File: src/sv/ebsl_pkg.sv
package ebsl_pkg;

    localparam int ROW_W     = 12;
    localparam int COL_W     = 6;
    localparam int WEIGHT_W  = 16;
    localparam int LEN_W     = 7;
    localparam int ELEM_W    = 24;
    localparam int ACC_W     = 32;
    localparam int SCALE_W   = 17;
    localparam int ADDR_W    = ROW_W + COL_W;
    localparam int ROW_SPAN  = 2 ** ROW_W;
    localparam int S_DATA_W  = 40;
    localparam int M_DATA_W  = 32;
    localparam int QUEUE_DEPTH = 2;

    typedef enum logic
    {
        CMD_WRITE  = 1'b0,
        CMD_LOOKUP = 1'b1
    } cmd_kind_t;

    typedef struct packed
    {
        cmd_kind_t                    kind;
        logic                         in_range;
        logic                         last;
        logic [COL_W-1:0]             k_last;
        logic [ADDR_W-1:0]            addr;
        logic signed [WEIGHT_W-1:0]   weight;
    } cmd_t;

    // round(65536 / sqrt(n)), evaluated at elaboration only
    function automatic logic [SCALE_W-1:0] scale_of(input int unsigned n);
        longint unsigned lo;
        longint unsigned hi;
        longint unsigned mid;
        longint unsigned nn;
        lo = 64'd0;
        hi = 64'd65536;
        nn = longint'(n);
        for (int i = 0; i < 18; i++)
        begin
            mid = (lo + hi + 64'd1) / 2;
            if (lo < hi)
            begin
                if (mid * mid * nn <= (64'd1 << 32))
                    lo = mid;
                else
                    hi = mid - 64'd1;
            end
        end
        if ((64'd2 * lo + 64'd1) * (64'd2 * lo + 64'd1) * nn <= (64'd1 << 34))
            lo = lo + 64'd1;
        return SCALE_W'(lo);
    endfunction

endpackage

File: src/sv/ebsl_queue.sv
module ebsl_queue (
    input  logic           clk,
    input  logic           rst_n,
    input  logic           push_valid,
    output logic           push_ready,
    input  ebsl_pkg::cmd_t push_data,
    output logic           pop_valid,
    input  logic           pop_ready,
    output ebsl_pkg::cmd_t pop_data
);
    import ebsl_pkg::*;

    localparam int PTR_W  = (QUEUE_DEPTH > 1) ? $clog2(QUEUE_DEPTH) : 1;
    localparam int FILL_W = $clog2(QUEUE_DEPTH + 1);

    cmd_t              slot_reg [QUEUE_DEPTH];
    logic [PTR_W-1:0]  wr_ptr_reg;
    logic [PTR_W-1:0]  wr_ptr_next;
    logic [PTR_W-1:0]  rd_ptr_reg;
    logic [PTR_W-1:0]  rd_ptr_next;
    logic [FILL_W-1:0] fill_reg;
    logic [FILL_W-1:0] fill_next;
    logic              do_push;
    logic              do_pop;

    assign push_ready = (fill_reg != FILL_W'(QUEUE_DEPTH));
    assign pop_valid  = (fill_reg != '0);
    assign pop_data   = slot_reg[rd_ptr_reg];
    assign do_push    = push_valid && push_ready;
    assign do_pop     = pop_valid && pop_ready;

    always_comb
    begin
        wr_ptr_next = wr_ptr_reg;
        rd_ptr_next = rd_ptr_reg;
        fill_next   = fill_reg;
        if (do_push)
            wr_ptr_next = (wr_ptr_reg == PTR_W'(QUEUE_DEPTH - 1)) ? '0 : wr_ptr_reg + PTR_W'(1);
        if (do_pop)
            rd_ptr_next = (rd_ptr_reg == PTR_W'(QUEUE_DEPTH - 1)) ? '0 : rd_ptr_reg + PTR_W'(1);
        if (do_push && !do_pop)
            fill_next = fill_reg + FILL_W'(1);
        else if (do_pop && !do_push)
            fill_next = fill_reg - FILL_W'(1);
    end

    always_ff @(posedge clk or negedge rst_n)
    begin
        if (!rst_n)
        begin
            wr_ptr_reg <= '0;
            rd_ptr_reg <= '0;
            fill_reg   <= '0;
        end
        else
        begin
            wr_ptr_reg <= wr_ptr_next;
            rd_ptr_reg <= rd_ptr_next;
            fill_reg   <= fill_next;
        end
    end

    always_ff @(posedge clk)
    begin
        if (do_push)
            slot_reg[wr_ptr_reg] <= push_data;
    end

endmodule

File: config.mk
export PLATFORM = sky130hd
export DESIGN_NAME = ebsl_queue
export DESIGN_NICKNAME = d
export VERILOG_FILES = /design/src/sv/ebsl_pkg.sv /design/src/sv/ebsl_queue.sv
export SDC_FILE = /design/constraint.sdc
export NUM_CORES = 1
export LEC_CHECK = 0
export BUFFER_PORTS_ARGS = -buffer_cell sky130_fd_sc_hd__buf_4
export CAP_MARGIN = 5
export CORE_MARGIN = 4
export CORE_UTILIZATION = 40
export CTS_BUF_LIST = sky130_fd_sc_hd__clkbuf_16
export DETAILED_ROUTE_END_ITERATION = 7
export GPL_ROUTABILITY_DRIVEN = 0
export PLACE_DENSITY_LB_ADDON = 0.2
export SLEW_MARGIN = 20
export SYNTH_ARGS = -nofsm -noshare
export SYNTH_HDL_FRONTEND = slang
export SYNTH_SLANG_ARGS = --single-unit
File: constraint.sdc
create_clock -name clk -period 3 [get_ports clk]
set_clock_uncertainty 0.2 [all_clocks]
set_input_delay 0.45 -clock clk [delete_from_list [all_inputs] [get_ports clk]]
set_output_delay 0.45 -clock clk [all_outputs]
set_load 0.01 [all_outputs]
==> metrics <==
CTS buffer count=9; Tmin final=2.53 ns; Post-CTS Resized=0; DIE AREA=10300 µm²; critical path launch point type=register; area of the core=8380 µm²; Port Buffer Count=91; Setup violations, final=0; area grow syn2layout=32.5%; clk sink count=90; Yosys reg bits=90; Final ANT Viol Nets=0; Layout Utilization=55.3%; TritonCTS clock tree=built; final net count=302; Post-Synthesis Cells=152; DIE WIDTH=102 µm; Critical Path AT=1.88 ns; Setup Buffers After CTS=0; Post-Syn Area=3500 µm²; Tcrit/Tclk final=84.5%; GRT Util Overall=12.4%; Crit. End Element=primary output; CTS H-tree lvls=3; Avg WL per Cell=16.1 µm; crit-path max FO=19; post-synth top area share=73.8%; Die Height=102 µm; LEAKAGE=1.86 nW; sequential fraction of the synthesis area=76.7%; CTS Hold Buffers Added=1; via count=1658; Max-Cap Viols=0; Pre-Repair DR Iteration Count=4; Synth Net Count=200; Via-to-Cell Ratio=4.55; row count=33; YS warnings=0; most frequent cells in the layout=buf_4, edfxtp_1, mux2_4; Clock Latency Late Sink=0.33 ns; Final Worst Setup Slack=0.465 ns; Overflow after GRT=0; Setup CP Type=reg -> out; initial antenna violation count=0; vias in the first global route=1748; hpwl dp=3.96 mm; Remaining DRCs=0; Ant. Diodes=0; pwr dens=993 nW/µm²; worst-margin pin slew=0.587 ns; Req. time, crit path=2.35 ns; Avg Cell Area, Syn=23.0 µm²; total I/O pin count=92; clock root buffer=clkbuf_16; Initial Utilization=41.7%; commonest non-fill, non-tap cell in the layout=buf_4; Yosys cell types=15; first-pass GRT wire length=9.21 mm; CTS max path bufs=2; f_max=0.395 GHz; Post-Route Setup TNS=0 ns; Yosys top cell by area=edfxtp_1; clock slew seen by the registers of the worst setup and hold paths=0.07 ns; First DRT Iteration DRCs=50; largest net degree at the start of global routing=29; max reg flops=86; Post-Route WL=5.88 mm; max_slew headroom=60.9%; Hold Crit Class=in -> reg; Synth area leaders=edfxtp_1, mux2_4, dfrtp_1; Hold Fails Final Rpt=0; RSZ-0062 raised after global routing=false; layout cell share with drive strength beyond 1=60.6%; DP Worst Slack=0.780 ns; peak supply drop=720 µV; status=finished clean; Slew Limit Fails=0; Hold Slack=0.0948 ns
## critical path, stage by stage, from the launching register on
cell,delay [ns]
dfrtp_2,0.74
buf_4,0.34
mux2_4,0.32
buf_4,0.15
## worst paths after layout
| check | slack [ns] | end | startpoint | depth (start not counted) |
|---|---|---|---|---|
| worst max-delay path | 0.47 | pop_data[16] | rd_ptr_reg | 3 |
| worst min-delay path | 0.09 | slot_reg[1][2] | push_data[2] | 1 |
| worst max register to register | 1.03 | slot_reg[0][7] | fill_reg[0] | 4 |
| worst min register to register | 0.29 | fill_reg[1] | fill_reg[1] | 1 |
| max in group asynchronous | 2.24 | rd_ptr_reg | rst_n | 2 |
| min in group asynchronous | 0.25 | rd_ptr_reg | rst_n | 2 |
## routing by layer
| metal | routed length, µm | vias to the layer above | GRT usage [%] |
|---|---|---|---|
| li1 | - | 796 | - |
| met1 | 2400 | 798 | 14.6 |
| met2 | 2940 | 59 | 20.5 |
| met3 | 458 | 5 | 4.96 |
| met4 | 78 | 0 | 4.60 |
| met5 | 0 | - | 0 |
## layout make-up
class,count,area (µm²)
clock buffers,9,225
clock inverters,7,100
fillers,673,3750
inverters,1,3.75
multi-input cells,56,729
flip-flops and latches,90,2680
well taps,105,131
repair buffers,96,761
## power breakdown
part,switching [mW],total (mW),internal (mW)
clock network,0.463,1.20,0.736
registers,0.147,1.87,1.72
logic,0.643,1.54,0.894
## logic make-up (layout without fill, tap and decap cells)
kind of cell	count (synthesis)	in the layout	share of synthesized area, %
multiplexers	43	43	18.0
adder cells (fa/ha/maj)	1	1	0.358
XOR/XNOR	5	5	1.25
flip-flops	90	90	76.7
AND/OR/NAND/NOR	7	7	0.966
buffers and inverters	6	113	2.72
## cell usage after synthesis (all sizes together)
master and number:
edfxtp 86, mux2 43, buf 5, dfrtp 4
xnor2 3, nand2 2, nor2 2, xor2 2
and3 1, ha 1, inv 1, nand2b 1
or2 1
## per-stage QoR
stage / instances / total power [mW] / area, µm²
6_report: 364 / 4.60 / 4630
5_1_grt: 364 / 4.84 / 4630
4_1_cts: 364 / 4.68 / 4630
3_5_place_dp: 347 / 3.48 / 4300
3_3_place_gp: 347 / 3.46 / 4300
2_1_floorplan: 152 / 2.89 / 3500
(Power assumes the default switching activity.)
