## src/sv/ebsl_pkg.sv

```systemverilog
package ebsl_pkg;

    localparam int ROW_W     = 12;
    localparam int COL_W     = 6;
    localparam int WEIGHT_W  = 16;
    localparam int LEN_W     = 7;
    localparam int ELEM_W    = 24;
    localparam int ACC_W     = 32;
    localparam int SCALE_W   = 17;
    localparam int ADDR_W    = ROW_W + COL_W;
    localparam int ROW_SPAN  = 2 ** ROW_W;
    localparam int S_DATA_W  = 40;
    localparam int M_DATA_W  = 32;
    localparam int QUEUE_DEPTH = 2;

    typedef enum logic
    {
        CMD_WRITE  = 1'b0,
        CMD_LOOKUP = 1'b1
    } cmd_kind_t;

    typedef struct packed
    {
        cmd_kind_t                    kind;
        logic                         in_range;
        logic                         last;
        logic [COL_W-1:0]             k_last;
        logic [ADDR_W-1:0]            addr;
        logic signed [WEIGHT_W-1:0]   weight;
    } cmd_t;

    // round(65536 / sqrt(n)), evaluated at elaboration only
    function automatic logic [SCALE_W-1:0] scale_of(input int unsigned n);
        longint unsigned lo;
        longint unsigned hi;
        longint unsigned mid;
        longint unsigned nn;
        lo = 64'd0;
        hi = 64'd65536;
        nn = longint'(n);
        for (int i = 0; i < 18; i++)
        begin
            mid = (lo + hi + 64'd1) / 2;
            if (lo < hi)
            begin
                if (mid * mid * nn <= (64'd1 << 32))
                    lo = mid;
                else
                    hi = mid - 64'd1;
            end
        end
        if ((64'd2 * lo + 64'd1) * (64'd2 * lo + 64'd1) * nn <= (64'd1 << 34))
            lo = lo + 64'd1;
        return SCALE_W'(lo);
    endfunction

endpackage

```

## src/sv/ebsl_front.sv

```systemverilog
module ebsl_front #(
    parameter int TABLE_ROWS = 4096,
    parameter int MAX_DIM    = 64
) (
    input  logic                          clk,
    input  logic                          rst_n,
    input  logic                          cfg_wr_en,
    input  logic [ebsl_pkg::LEN_W-1:0]    cfg_wr_data,
    input  logic                          s_axis_tvalid,
    output logic                          s_axis_tready,
    input  logic [ebsl_pkg::S_DATA_W-1:0] s_axis_tdata,
    input  logic                          s_axis_tlast,
    input  logic                          s_axis_tuser,
    output logic                          push_valid,
    input  logic                          push_ready,
    output ebsl_pkg::cmd_t                push_data
);
    import ebsl_pkg::*;

    localparam int ROWS_USED = (TABLE_ROWS < ROW_SPAN) ? TABLE_ROWS : ROW_SPAN;

    logic [LEN_W-1:0]           vector_length_reg;
    logic [LEN_W-1:0]           vector_length_next;
    logic [ROW_W-1:0]           row;
    logic [COL_W-1:0]           column;
    logic signed [WEIGHT_W-1:0] weight;
    logic                       row_ok;
    logic                       col_ok;
    logic [ADDR_W-1:0]          base_addr;
    logic [COL_W-1:0]           k_last;

    always_comb
    begin
        vector_length_next = vector_length_reg;
        if (cfg_wr_en)
            vector_length_next = cfg_wr_data;
    end

    always_ff @(posedge clk or negedge rst_n)
    begin
        if (!rst_n)
            vector_length_reg <= LEN_W'(16);
        else
            vector_length_reg <= vector_length_next;
    end

    assign row    = s_axis_tdata[ROW_W-1:0];
    assign column = s_axis_tdata[ROW_W+COL_W-1:ROW_W];
    assign weight = s_axis_tdata[ROW_W+COL_W+WEIGHT_W-1:ROW_W+COL_W];

    assign row_ok    = ({1'b0, row} < (ROW_W+1)'(ROWS_USED));
    assign col_ok    = ({1'b0, column} < (COL_W+1)'(MAX_DIM));
    assign base_addr = ADDR_W'(32'(row) * 32'(MAX_DIM));

    // clamp the length register into 1..MAX_DIM, kept as last index
    always_comb
    begin
        priority if (vector_length_reg == '0)
            k_last = '0;
        else if (vector_length_reg > LEN_W'(MAX_DIM))
            k_last = COL_W'(MAX_DIM - 1);
        else
            k_last = COL_W'(vector_length_reg - LEN_W'(1));
    end

    always_comb
    begin
        push_data.kind   = cmd_kind_t'(s_axis_tuser);
        push_data.last   = s_axis_tlast;
        push_data.k_last = k_last;
        push_data.weight = weight;
        if (push_data.kind == CMD_WRITE)
        begin
            push_data.in_range = row_ok && col_ok;
            push_data.addr     = base_addr + ADDR_W'(column);
        end
        else
        begin
            push_data.in_range = row_ok;
            push_data.addr     = base_addr;
        end
    end

    assign push_valid    = s_axis_tvalid;
    assign s_axis_tready = push_ready;

endmodule

```

## config.mk

```make
export PLATFORM = sky130hd
export DESIGN_NAME = ebsl_front
export DESIGN_NICKNAME = d
export VERILOG_FILES = /design/src/sv/ebsl_pkg.sv /design/src/sv/ebsl_front.sv
export SDC_FILE = /design/constraint.sdc
export NUM_CORES = 1
export LEC_CHECK = 0
export BUFFER_PORTS_ARGS = -buffer_cell sky130_fd_sc_hd__buf_4
export CORE_UTILIZATION = 34
export DETAILED_ROUTE_END_ITERATION = 12
export GPL_ROUTABILITY_DRIVEN = 0
export PLACE_DENSITY_LB_ADDON = 0.15
export SYNTH_ARGS = -nofsm -noshare
export SYNTH_HDL_FRONTEND = slang
export SYNTH_SLANG_ARGS = --single-unit
```

## constraint.sdc

```tcl
create_clock -name clk -period 3.3 [get_ports clk]
set_input_delay 0.66 -clock clk [delete_from_list [all_inputs] [get_ports clk]]
set_output_delay 0.66 -clock clk [all_outputs]
set_load 0.02 [all_outputs]
```

==> metrics, run 1 <==
area post-placement about 750 um^2; Via-to-Cell Ratio 4.64; final antenna-violating net count 0; WL final 1.39 mm; clock latency on the worst-skew pair about 0.24 ns; Syn Area/Cell approximately 8.5 um^2; post-DP HPWL about 1.2 mm; synthesis-to-layout area growth 1.31%; MaxCap Viol Count 0; Chip Width around 50 um; DIE AREA 2440 um^2; startpoint types flip-flop; CP required ~2.6 ns; CTS tree built; flops & latches, synth 7; fin nets about 140; Final Max Slew Viols 0; top cells by area, synth buf_4 32%, dfrtp_1 20%, mux2_2 7.4%; post-synth top area cell buf_4; DRC viols 0; outcome complete, no violations; PD cells roughly 380 nW/um^2; worst hold-check path type input pin to async pin; drt first pass iters 2; Starting Density a little under two fifths; Starting DRT DRC Count 6; first-pass GRT wire length approximately 2.2 mm; Fin Hold WS between 0.2 and 0.25 ns; core area just over 2000 um^2; largest net degree at the start of global routing 10; Max IR drop VDD 0.207 mV; crit path max fanout 6; Tot Pwr roughly 0.29 mW; distinct cell type count after synthesis 26; Clock Skew 0 ns; share of layout cells above drive strength 1 between 40% and 50%; Final WS setup around 0.95 ns; grt ovf 0; Post-CTS Setup Inserts 0; Crit. End Element output pin; Async SR Flop Fraction 100%; Final Core Density between 30% and 40%; H-tree depth 1; crit path kind flip-flop to output pin; Fmax approximately 420 MHz; CTS resizes 0; I/O pins around 100; CTS hold repair buffers 0; Ant. Diodes 0; Rows 16; unrepaired setup endpoints after global routing false; synth cell count leaders 33 x buf_4, 6 x dfrtp_1, 6 x nor2b_1, 6 x nor3_1, 5 x mux2_2; setup_tns 0 ns; max reg flops 7; non-filler cells, final roughly 110; GRT Util Overall 11.6%; DIE HEIGHT 49.4 um; Placed Cells between 100 and 150; cell with the most instances after synthesis buf_4; clock root buffer clkbuf_4; cell area after synthesis between 700 and 800 um^2; Final Hold Viols 0; syn_nets 146; final worst-path cycle share a little under three quarters; Clk pin slew, worst setup/hold paths 0.05 ns; Top FF cell, synth dfrtp_1; vias in the first global route slightly below 500; CTS Buffer Depth 2; Avg WL per Cell 12.2 um; post-synth top area share around 32%; post-route cell area a little under 800 um^2; Gate Count Post-Synth 90; EDFF count, synth 0; Syn. warnings 0; fin crit period approximately 2.4 ns; Lkg Pwr 0.347 nW; clock sink count 7; Seq/Total Area, Yosys 23.1%; total number of vias roughly 530; crit path DAT about 1.7 ns; initial antenna violation count 0; Setup WS pre-CTS ~1.2 ns; input/output buffers 29; Final setup viols 0; CTS buffer count 3
[logic make-up (layout without fill, tap and decap cells)]
group,after synthesis,in the layout,synth area share (%)
xor+xnor,2,2,2.30
flops,7,7,23.1
simple gates,23,23,18.0
compound gates,11,11,8.85
fa+ha+maj,2,2,3.28
other cells,1,1,0.491
buf+inv,39,36,36.6
mux,5,5,7.38
[per-layer routing]
metal	wire (um)	share of wire (%)	global-route usage, %	vias to the layer above
met5	0	0	0	-
met4	0	0	5.24	0
met3	200	14	5.30	0
met2	683	49	21.5	42
met1	509	37	10.7	229
li1	-	-	-	258
[cell usage in the layout, fill, tap and decap left out]
cell type,netlist,routed
clkbuf_1,1,1
inv_1,3,3
or3_1,1,1
nor4b_2,1,1
clkbuf_4,0,3
o21ai_1,2,2
o31a_2,1,1
dfstp_2,1,1
nor2b_1,6,6
o21ai_0,3,3
a211oi_1,2,2
nor2_1,3,3
nor3_2,1,1
ha_1,2,2
o31ai_1,1,1
buf_4,33,29
nor3_1,6,6
a21oi_1,2,2
nand2_1,3,3
xnor2_1,2,2
mux2_2,5,5
and4b_1,1,1
dfrtp_1,6,6
nand2b_1,1,1
conb_1,1,1
[critical path, cell delays in order (launching register included)]
cell and delay [ns]:
dfrtp_1 0.43, or3_1 0.50, nor4b_2 0.27, nor3_1 0.08, buf_4 0.16
[worst paths after layout]
kind,start,to,slack (ns),cells after the start
worst max-delay path,vector_length_reg[3]$_DFFE_PN0P_,push_data[39],0.95,4
worst min-delay path,rst_n,vector_length_reg[3]$_DFFE_PN0P_,0.21,1
worst max register to register,vector_length_reg[6]$_DFFE_PN0P_,vector_length_reg[6]$_DFFE_PN0P_,2.41,1
worst min register to register,vector_length_reg[5]$_DFFE_PN0P_,vector_length_reg[5]$_DFFE_PN0P_,0.58,1
max in group asynchronous,rst_n,vector_length_reg[4]$_DFFE_PN1P_,2.88,1
min in group clk,vector_length_reg[5]$_DFFE_PN0P_,vector_length_reg[5]$_DFFE_PN0P_,0.58,1
[power by group]
| group | switching (mW) | total (mW) | internal [mW] | leakage [nW] |
|---|---|---|---|---|
| Sequential | 0.0127 | 0.108 | 0.0954 | 0.0816 |
| Clock | 0.0297 | 0.0757 | 0.0460 | 0.0150 |
| Combinational | 0.0544 | 0.109 | 0.0549 | 0.251 |
[final cells by class]
type,count,area [um^2]
Timing Repair Buffer,29,218
Fill cell,220,1270
Tap cell,27,33.8
Sequential cell,7,176
Inverter,3,11.3
Multi-Input combinational cell,44,308
Clock buffer,4,26.3
Note: power is estimated with default switching activity, not from simulation.
==> run 2, diff against run 1 <==
--- a/config.mk
+++ b/config.mk
@@ -5,8 +5,9 @@
 export SDC_FILE = /design/constraint.sdc
 export NUM_CORES = 1
 export LEC_CHECK = 0
+export ABC_AREA = 1
 export BUFFER_PORTS_ARGS = -buffer_cell sky130_fd_sc_hd__buf_4
-export CORE_UTILIZATION = 34
+export CORE_UTILIZATION = 28
 export DETAILED_ROUTE_END_ITERATION = 12
 export GPL_ROUTABILITY_DRIVEN = 0
 export PLACE_DENSITY_LB_ADDON = 0.15
==> constraint.sdc (replaced) <==
create_clock -name clk -period 2 [get_ports clk]
set_input_delay 0.4 -clock clk [delete_from_list [all_inputs] [get_ports clk]]
set_output_delay 0.4 -clock clk [all_outputs]
set_load 0.02 [all_outputs]
==> metrics, run 2 <==
Gate Count Post-Synth approximately 100; MaxCap Viol Count 0; Lkg Pwr approximately 0.43 nW; synthesis-to-layout area growth 9.06%; most common cell after layout, fill and taps aside buf_4; Syn. warnings 0; fin nets about 160; R2R Setup Slk between 1 and 1.5 ns; largest net degree at the start of global routing 13; startpoint types flip-flop; distinct cell type count after synthesis 20; CTS tree built; Rows 18; CTS Buffer Depth 2; post-synth top area share approximately a third; crit path capture push_data[39]; max reg flops 7; Final setup viols 0; Worst R2R Start vector_length_reg[6]$_DFFE_PN0P_; Clock Skew 0 ns; crit path DAT roughly 1.5 ns; Starting Density between 30% and 40%; cell with the most instances after synthesis buf_4; core area ~2500 um^2; vias in the first global route between 400 and 500; crit path max fanout 6; clock latency on the worst-skew pair roughly 0.24 ns; DRC viols 0; Clk pin slew, worst setup/hold paths about 0.050 ns; Max IR drop VDD 0.350 mV; Worst Reg-to-Reg Cells 1; CP startpoint vector_length_reg[0]$_DFFE_PN0P_; GRT Util Overall under 10%; Final Max Slew Viols 0; initial antenna violation count 0; crit path kind flip-flop to output pin; Ant. Diodes 0; register area roughly 180 um^2; clock root buffer clkbuf_4; reg2reg end vector_length_reg[6]$_DFFE_PN0P_; Starting DRT DRC Count 2; fin crit period 1.86 ns; total number of vias between 500 and 600; Hold Crit Depth 3; Fmax about 540 MHz; Post-Synth XOR/XNOR Area around 1.2%; compound-cell area share of the yosys netlist about 5.3%; post-DP HPWL 1.12 mm; Seq/Total Area, Yosys around 23%; Chip Width 54.1 um; share of layout cells above drive strength 1 between 40 and 50%; Top FF cell, synth dfrtp_1; final antenna-violating net count 0; CP required between 1.5 and 2 ns; Final WS setup around 0.14 ns; Via-to-Cell Ratio ~4.2; post-synth top area cell buf_4; simple-gate share of the synthesized area about a quarter; input/output buffers 29; PD cells roughly 600 nW/um^2; Post-Synth Adder-Cell Area about 3.3%; Final Hold Viols 0; EDFF count, synth 0; most frequent cells in the layout 31 x buf_4, 13 x nand2_1, 11 x nor2_1; Avg WL per Cell roughly 10 um; Async SR Flop Fraction 100%; Syn Area/Cell approximately 7.3 um^2; flops & latches, synth 7; DIE HEIGHT about 54 um; clock sink count 7; I/O pins 99; multiplexer share of the synthesized area between 2 and 3%; WL final 1.36 mm; largest family of logic cells by synthesized area buffers and inverters; Placed Cells 129; cell area after synthesis roughly 760 um^2; worst hold-check path type input pin to flip-flop; DIE AREA between 2000 and 3000 um^2; top cells by area, synth buf_4 33%, dfrtp_1 20%, nand2_1 6.4%; synth cell count leaders 33 x buf_4, 13 x nand2_1, 12 x inv_1, 12 x nor2_1, 7 x o21ai_0; syn_nets 160; first-pass GRT wire length 2.01 mm; drt first pass iters 2; CTS buffer count 3; Crit. End Element output pin; final worst-path cycle share between 90% and 100%; area of the multi-input gates 293 um^2; H-tree depth 1; filler cell count between 200 and 300; grt ovf 0; outcome complete, no violations; non-filler cells, final roughly 140; Setup WS pre-CTS around 0.31 ns
==> run 2: stage by stage <==
step | total power [mW] | hold WS [ns] | utilization [%] | area (um^2) | TNS [ns]
floorplan | 0.374 | 0.104 | - | 759 | 0
global placement | 0.361 | 0.220 | 30.2 | 762 | 0
detailed placement | 0.363 | 0.220 | 30.2 | 762 | 0
CTS | 0.498 | 0.348 | 31.6 | 798 | 0
global route | 0.543 | 0.356 | 32.8 | 828 | -0.000253
finish | 0.497 | 0.360 | 32.8 | 828 | 0
==> run 2: timing repair <==
| item | in CTS | in global routing |
|---|---|---|
| hold endpoints to repair | 6 | 0 |
| resized for setup | 0 | 5 |
| endpoints found under the setup margin | 0 | 6 |
| hold buffers | 1 | 0 |
| setup buffers | 0 | 2 |
==> run 2: cells by family (layout without fill, tap and decap cells) <==
kind of cell    count (synthesis)  in the layout
buf+inv                        48             50
simple gates                   35             35
compound gates                  8              8
flops                           7              7
fa+ha+maj                       2              2
mux                             2              2
other cells                     1              1
xor+xnor                        1              1
==> run 2: worst max-delay path: stages (launching register included) <==
cell and delay, ns:
dfrtp_1 0.38, inv_2 0.12, ha_4 0.16, nand3_4 0.10, nor2_4 0.18, inv_2 0.04, nand2_1 0.05, inv_1 0.04
buf_4 0.14
==> run 2: worst min-delay path by stage <==
| stage | from | endpoint | slack [ns] |
|---|---|---|---|
| after detailed placement | rst_n | vector_length_reg[2]$_DFFE_PN0P_ | 0.22 |
| after global routing | cfg_wr_data[3] | vector_length_reg[3]$_DFFE_PN0P_ | 0.36 |
| final | cfg_wr_data[3] | vector_length_reg[3]$_DFFE_PN0P_ | 0.36 |
| after floorplan | rst_n | vector_length_reg[0]$_DFFE_PN0P_ | 0.10 |
| after CTS | cfg_wr_data[3] | vector_length_reg[3]$_DFFE_PN0P_ | 0.35 |
| after global placement | rst_n | vector_length_reg[2]$_DFFE_PN0P_ | 0.22 |
==> run 2: area by class of cell <==
cell class | count | share of cell area [%]
clock buffer | 4 | 3.17
inverter | 14 | 6.34
multi-input combinational | 49 | 35.3
sequential | 7 | 21.3
tap | 30 | 4.53
timing repair buffer | 32 | 29.3
==> run 2: layer usage <==
layer  GRT usage [%]  routed length, um
met4            6.84                 23
met2            14.0                570
met1            11.1                570
met5               0                  0
met3            4.24                200
==> run 2: report_power, final <==
part / internal [mW] / switching (mW)
Clock: 0.0760 / 0.0493
Combinational: 0.0936 / 0.104
Sequential: 0.157 / 0.0176
==> run 3, diff against run 2 <==
--- a/config.mk
+++ b/config.mk
@@ -7,10 +7,12 @@
 export LEC_CHECK = 0
 export ABC_AREA = 1
 export BUFFER_PORTS_ARGS = -buffer_cell sky130_fd_sc_hd__buf_4
-export CORE_UTILIZATION = 28
+export CELL_PAD_IN_SITES_DETAIL_PLACEMENT = 0
+export CELL_PAD_IN_SITES_GLOBAL_PLACEMENT = 1
+export CORE_UTILIZATION = 17
 export DETAILED_ROUTE_END_ITERATION = 12
 export GPL_ROUTABILITY_DRIVEN = 0
-export PLACE_DENSITY_LB_ADDON = 0.15
+export PLACE_DENSITY_LB_ADDON = 0.3
 export SYNTH_ARGS = -nofsm -noshare
 export SYNTH_HDL_FRONTEND = slang
 export SYNTH_SLANG_ARGS = --single-unit
==> constraint.sdc (replaced) <==
create_clock -name clk -period 2 [get_ports clk]
set_input_delay 0.4 -clock clk [delete_from_list [all_inputs] [get_ports clk]]
set_output_delay 0.4 -clock clk [all_outputs]
set_load 0.1 [all_outputs]
==> metrics, run 3 (synthesis results as in run 2) <==
WL final between 1 and 1.5 mm; startpoint types flip-flop; CTS tree built; core area 4140 um^2; Tot Pwr slightly below 0.8 mW; max reg flops 7; drt first pass iters 4; filler cell count between 400 and 500; Rows 23; worst hold-check path type input pin to flip-flop; crit path max fanout 3; MaxCap Viol Count 0; H-tree depth 1; Avg WL per Cell between 9 and 10 um; clock root buffer clkbuf_8; outcome complete, no violations; DIE HEIGHT approximately 69 um; GRT Util Overall around 7.0%; clock latency on the worst-skew pair approximately 0.22 ns; most frequent cells in the layout 26 x buf_4, 13 x nand2_1, 10 x inv_1; Via-to-Cell Ratio roughly 3.6; Final setup viols 0; Fmax around 530 MHz; final worst-path cycle share 94.9%; register area roughly 180 um^2; CP peak stage delay between 0.3 and 0.4 ns; synthesis-to-layout area growth 27.3%; Final Hold Viols 0; vias in the first global route about 580; Clock Skew 0 ns; crit path DAT around 1.5 ns; area of the multi-input gates about 330 um^2; PD cells between 800 and 900 nW/um^2; crit path kind flip-flop to output pin; Final Core Density between 20% and 30%; clock sink count 7; Worst path most repeated cell inv_2; fin nets around 170; Lkg Pwr 0.469 nW; unrepaired setup endpoints after global routing false; Final Max Slew Viols 0; Chip Width roughly 70 um; area post-placement roughly 840 um^2; Clk pin slew, worst setup/hold paths approximately 0.040 ns; first-pass GRT wire length approximately 2.5 mm; setup_tns 0 ns; total number of vias approximately 580; share of layout cells above drive strength 1 ~57%; CTS buffer count 3; Starting DRT DRC Count 24; CP required between 1.5 and 2 ns; cell family with most CP delay buffers and inverters; Crit. End Element output pin; Starting Density ~18%; post-route cell area between 900 and 1000 um^2; final antenna-violating net count 0; slowest CP cell dfrtp_1; combined buffer and inverter count along the critical path 5; Fin Hold WS 0.387 ns; DIE AREA 4740 um^2; fin crit period 1.90 ns; most common cell after layout, fill and taps aside buf_4; Max IR drop VDD ~0.31 mV; cells along the critical path inv_2 > ha_2 > nand3_4 > nor2_4 > buf_4 > inv_2 > nand2_1 > inv_1 > buf_8; Ant. Diodes 0; largest net degree at the start of global routing 13; post-DP HPWL between 1 and 1.5 mm; grt ovf 0; initial antenna violation count 0; I/O pins roughly 100; input/output buffers 29; DRC viols 0; CTS Buffer Depth 2
run 3: changes by cell type in the layout (fill, tap and decap cells not counted), moves of 3 or more:
cell | previous run | this run
clkbuf_4 | 3 | 0
clkbuf_8 | 0 | 3
buf_6 | 0 | 5
nor2_2 | 2 | 9
buf_4 | 31 | 26
nor2_1 | 11 | 2
run 3: worst paths after layout:
path	start	endpoint	slack (ns)	cells after the start
min in group asynchronous	rst_n	vector_length_reg[5]$_DFFE_PN0P_	0.52	2
min	cfg_wr_data[1]	vector_length_reg[1]$_DFFE_PN0P_	0.39	3
max	vector_length_reg[0]$_DFFE_PN0P_	push_data[39]	0.10	9
max reg2reg	vector_length_reg[6]$_DFFE_PN0P_	vector_length_reg[6]$_DFFE_PN0P_	1.14	1
min reg2reg	vector_length_reg[4]$_DFFE_PN1P_	vector_length_reg[4]$_DFFE_PN1P_	0.53	2
max in group asynchronous	rst_n	vector_length_reg[4]$_DFFE_PN1P_	1.27	2
run 3: area by class of cell:
cell class                 count  share of cell area [%]
multi-input combinational     49                    34.5
timing repair buffer          34                    30.7
sequential                     7                    18.2
tap                           50                    6.47
inverter                      14                    5.43
clock buffer                   4                    4.66
run 3: timing repair:
item | in CTS | in global routing
gates resized for setup | 8 | 7
setup endpoints to repair | 6 | 6
setup buffers | 3 | 0
hold buffers | 1 | 0
endpoints found under the hold margin | 6 | 0
pin swaps | 1 | 1
run 3: metrics by stage:
stage	worst slack [ns]	std cells
CTS	0.00963	158
global route	0.00264	158
detailed placement	0.167	150
finish	0.102	158
floorplan	-0.0838	104
global placement	0.195	150
run 3: power breakdown:
group / switching, mW / leakage (nW) / internal (mW)
sequential: 0.0179 / 0.0824 / 0.157
combinational: 0.287 / 0.363 / 0.125
clock: 0.0605 / 0.0228 / 0.138
run 3: per-layer routing:
metal | up-vias | wire (um) | global-route usage [%]
met5 | - | 0 | 0
met4 | 0 | 16 | 3.06
met2 | 37 | 663 | 10.2
met1 | 244 | 676 | 9.24
li1 | 290 | - | -
met3 | 4 | 135 | 2.30
